## src/design/mbm_ram.sv

```systemverilog
// Simple memory with one write port and one registered read port.
module mbm_ram #(
    parameter int W     = 8,
    parameter int AW    = 8,
    parameter int DEPTH = 256
) (
    input  logic          clk,
    input  logic          we,
    input  logic [AW-1:0] waddr,
    input  logic [W-1:0]  wdata,
    input  logic [AW-1:0] raddr,
    output logic [W-1:0]  rdata
);

    logic [W-1:0] mem [0:DEPTH-1];

    always_ff @(posedge clk)
    begin
        if (we)
        begin
            mem[waddr] <= wdata;
        end
        rdata <= mem[raddr];
    end

endmodule

```

## config.mk

```make
export PLATFORM = sky130hd
export DESIGN_NAME = mbm_ram
export DESIGN_NICKNAME = d
export VERILOG_FILES = /design/src/design/mbm_ram.sv
export SDC_FILE = /design/constraint.sdc
export NUM_CORES = 2
export LEC_CHECK = 0
export BUFFER_PORTS_ARGS = -buffer_cell sky130_fd_sc_hd__buf_4
export CORE_AREA = 2 2 480 482
export DETAILED_ROUTE_END_ITERATION = 12
export DIE_AREA = 0 0 482 484
export HOLD_SLACK_MARGIN = 0.06
export PLACE_DENSITY = 0.56
export SYNTH_ARGS = -nofsm -noshare
export SYNTH_HDL_FRONTEND = slang
export SYNTH_SLANG_ARGS = --single-unit
export TNS_END_PERCENT = 5
```

## constraint.sdc

```tcl
create_clock -name clk -period 2.5 [get_ports clk]
set_input_delay 0.125 -clock clk [delete_from_list [all_inputs] [get_ports clk]]
set_output_delay 0.125 -clock clk [all_outputs]
set_load 0.05 [all_outputs]
```

==> impl_metrics.json <==
{
  "combPwrFrac_pct": 5.6,
  "syn2layout_area_growth_pct": 19.2,
  "grtUsageTotal_pct": 17.6,
  "pwr-share-clk_pct": 42.2,
  "finalClockSkew_ns": 0.0474,
  "start_util_pct": 34.8,
  "max_cap_viol_count": 0,
  "seqPwrFrac_pct": 52.2,
  "cp-start-kind": "register",
  "fin_crit_sh_pct": 99.5,
  "via_per_inst": 5.33,
  "yosysUniqueCellTypes": 55,
  "cts_root_buf": "clkbuf_16",
  "synthTopCellsByArea": "edfxtp_1 77%, mux4_2 13%, mux2i_1 1.7%, nor2_1 1.3%, a22oi_1 1.3%",
  "dpl-instance-area_um2": 87900,
  "synth_top_area_share_pct": 77.3,
  "hold_ws_ns": 0.121,
  "layout-drive-gt1-share_pct": 31.2,
  "met3_usage_pct": 2.90,
  "use_met2_pct": 27.9,
  "die_area_um2": 233000,
  "hp-class": "in -> reg",
  "insertion_delay_ns": 0.85,
  "synthTopCellsByCount": "2048 x edfxtp_1, 454 x mux4_2, 282 x nor2_1",
  "required_ns": 3.18,
  "synth_most_common_cell": "edfxtp_1",
  "port_buffers": 33,
  "clock-sinks": 2056,
  "cellPowerDensity_nw_per_um2": 769,
  "end_kind": "register",
  "cp_slowest_cell": "nor4_1",
  "final_max_slew_viol_count": 0,
  "finalCriticalPeriod_ns": 2.49,
  "avgSynthCellArea_um2": 21.3,
  "syn_inst": 3733,
  "grt_pass1_vias": 41372,
  "netSwitchingPower_w": 0.0157,
  "synth_area_leader_cell": "edfxtp_1",
  "die_w_um": 482,
  "path_delay_family": "simple AND/OR/NAND/NOR gates",
  "crit_path_max_incr_delay_ns": 0.83,
  "vdd_ir_drop_max_mv": 0.731,
  "gp_congestion": 0.836,
  "nNetsFinal": 4403,
  "rsz0062_at_grt": "false",
  "fp-row-count": 176,
  "numCtsBuffers": 208,
  "dr.pass1.iters": 5,
  "core_area_um2": 229000,
  "ys.flop_type": "edfxtp_1",
  "yosys_warnings": 0,
  "drt_iter0_drc": 3786,
  "dieHeight_um": 484,
  "htreeDepth": 4,
  "ys_seq_area_share_pct": 77.5,
  "grt_most_used_layer": "met2",
  "postLayoutCoreUtil_pct": 41.5,
  "synth_enable_flop_cells": 2048,
  "dpl.hpwl_mm": 134,
  "antenna_found_initial": 5,
  "totalWireLength_mm": 206,
  "critical_path.cell_chain": "mux4_2 -> a22oi_1 -> a21oi_1 -> nor4_1 -> nor4_2",
  "setup-violations-final": 0,
  "grt_pass1_wl_mm": 298,
  "synth_area_um2": 79600,
  "syn_nets": 3759,
  "cts_tree": "done",
  "fmax_mhz": 402,
  "status": "complete, no violations",
  "synthArstFlopShare_pct": 0,
  "grt_max_degree": 97,
  "ios": 34,
  "drc": 0,
  "crit_arrival_ns": 3.17,
  "switching_share_pct": 21.5,
  "stdcell_area_um2": 94900,
  "worstMarginPinSlew_ns": 0.928,
  "grt_util_met1_pct": 24.7,
  "worst_setup_hold_path_clk_slew_ns": 0.06,
  "worst-path-buf-inv": 0,
  "path_max_fanout": 1,
  "crit_type": "reg -> reg",
  "antenna_left": 0,
  "routedWlPerCell_um": 27.2,
  "intPower_w": 0.0573,
  "relSlewSlack_pct": 37.6,
  "dr_total_vias": 40402,
  "p_leak_nw": 30.3,
  "grt_overflow": 0,
  "cts_max_path_buffers": 3,
  "hold_violations": 0,
  "ys_ff_latch": 2056
}
## power by group through the flow
stage	combinational, W	sequential, W	clock [W]
finish	0.00406	0.0381	0.0308
global route	0.00429	0.0381	0.0327
CTS	0.00411	0.0381	0.0314
floorplan	0.00185	0.0388	0
detailed placement	0.00407	0.0388	0
global placement	0.00404	0.0388	0
## per-stage QoR
stage / setup TNS [ns] / power, W / worst slack (ns) / cells
final: 0 / 0.0729 / 0.0123 / 7578
after global routing: 0 / 0.0751 / 0.00882 / 7578
after detailed placement: -5.43 / 0.0429 / -1.14 / 7176
after global placement: -5.77 / 0.0429 / -1.13 / 7176
after CTS: 0 / 0.0736 / 0.0325 / 7577
after floorplan: 0 / 0.0407 / 0.437 / 3733
## layer usage
metal | share of wire (%) | vias up
met2 | 48 | 1552
met3 | 6.7 | 319
li1 | - | 17026
met5 | 0 | -
met1 | 42 | 21505
met4 | 3.1 | 0
## layout make-up
cell class / count / area, um2
fillers: 20011 / 134000
flip-flops and latches: 2056 / 61700
multi-input cells: 1442 / 16600
well taps: 3026 / 3790
repair buffers: 667 / 6140
inverters: 2 / 7.51
clock inverters: 135 / 1250
clock buffers: 249 / 5450
diodes: 1 / 2.50
## logic make-up (layout without fill, tap and decap cells)
| logic type | count (synthesis) | after routing | synth area share (%) |
|---|---|---|---|
| AO/OA/AOI/OAI | 385 | 385 | 3.42 |
| buffers and inverters | 235 | 1053 | 1.83 |
| flip-flops | 2056 | 2056 | 77.5 |
| multiplexers | 591 | 591 | 14.6 |
| other | 0 | 1 | 0 |
| AND/OR/NAND/NOR | 466 | 466 | 2.63 |
## sequential cells by signal, summed over array words and instances (netlist names)
register / count
rdata: 8
mem: 2048
## worst paths after layout
path | start | to | slack (ns) | cells past startpoint
setup / recovery | mem[211][6]$_DFFE_PP_ | rdata[6]$_DFF_P_ | 0.01 | 5
hold / removal | waddr[5] | mem[20][7]$_DFFE_PP_ | 0.12 | 5
setup reg to reg | mem[211][6]$_DFFE_PP_ | rdata[6]$_DFF_P_ | 0.01 | 5
hold reg to reg | mem[32][5]$_DFFE_PP_ | rdata[5]$_DFF_P_ | 1.11 | 7
## placed cells by master, fill, tap and decap left out, types with 4 or more instances in the layout
cell type | synthesis | layout
a211oi_1 | 16 | 16
a21oi_1 | 96 | 96
a221oi_1 | 13 | 13
a22o_1 | 8 | 8
a22oi_1 | 133 | 133
and2_1 | 6 | 6
buf_12 | 8 | 81
buf_4 | 27 | 559
buf_8 | 13 | 10
bufinv_16 | 0 | 21
clkbuf_1 | 111 | 35
clkbuf_16 | 0 | 211
clkinv_1 | 1 | 60
clkinv_2 | 0 | 36
dfxtp_1 | 8 | 8
dlygate4sd3_1 | 0 | 17
edfxtp_1 | 2048 | 2048
inv_6 | 0 | 9
mux2i_1 | 134 | 134
mux4_2 | 454 | 454
nand2_1 | 33 | 33
nand2b_1 | 8 | 8
nand3_1 | 34 | 34
nand4_1 | 10 | 10
nor2_1 | 282 | 279
nor2b_1 | 31 | 28
nor3_1 | 22 | 20
nor4_1 | 24 | 18
nor4_2 | 3 | 6
o211ai_1 | 10 | 10
o21ai_0 | 10 | 10
o221ai_1 | 46 | 46
o22a_1 | 5 | 5
o22ai_1 | 28 | 28
o32ai_1 | 4 | 4
or2_2 | 4 | 4
## timing repair
action	in CTS	in global routing
setup endpoints to repair	5	3
buffers inserted	0	0
hold buffers	17	0
endpoints found under the hold margin	1739	0
resized for setup	6	3
## tightest hold or removal path: stages
cell and delay, ns:
buf_4 0.17, nor2b_1 0.10, nand2_1 0.15, nor2_1 0.07, buf_4 0.16
(Power assumes the default switching activity.)
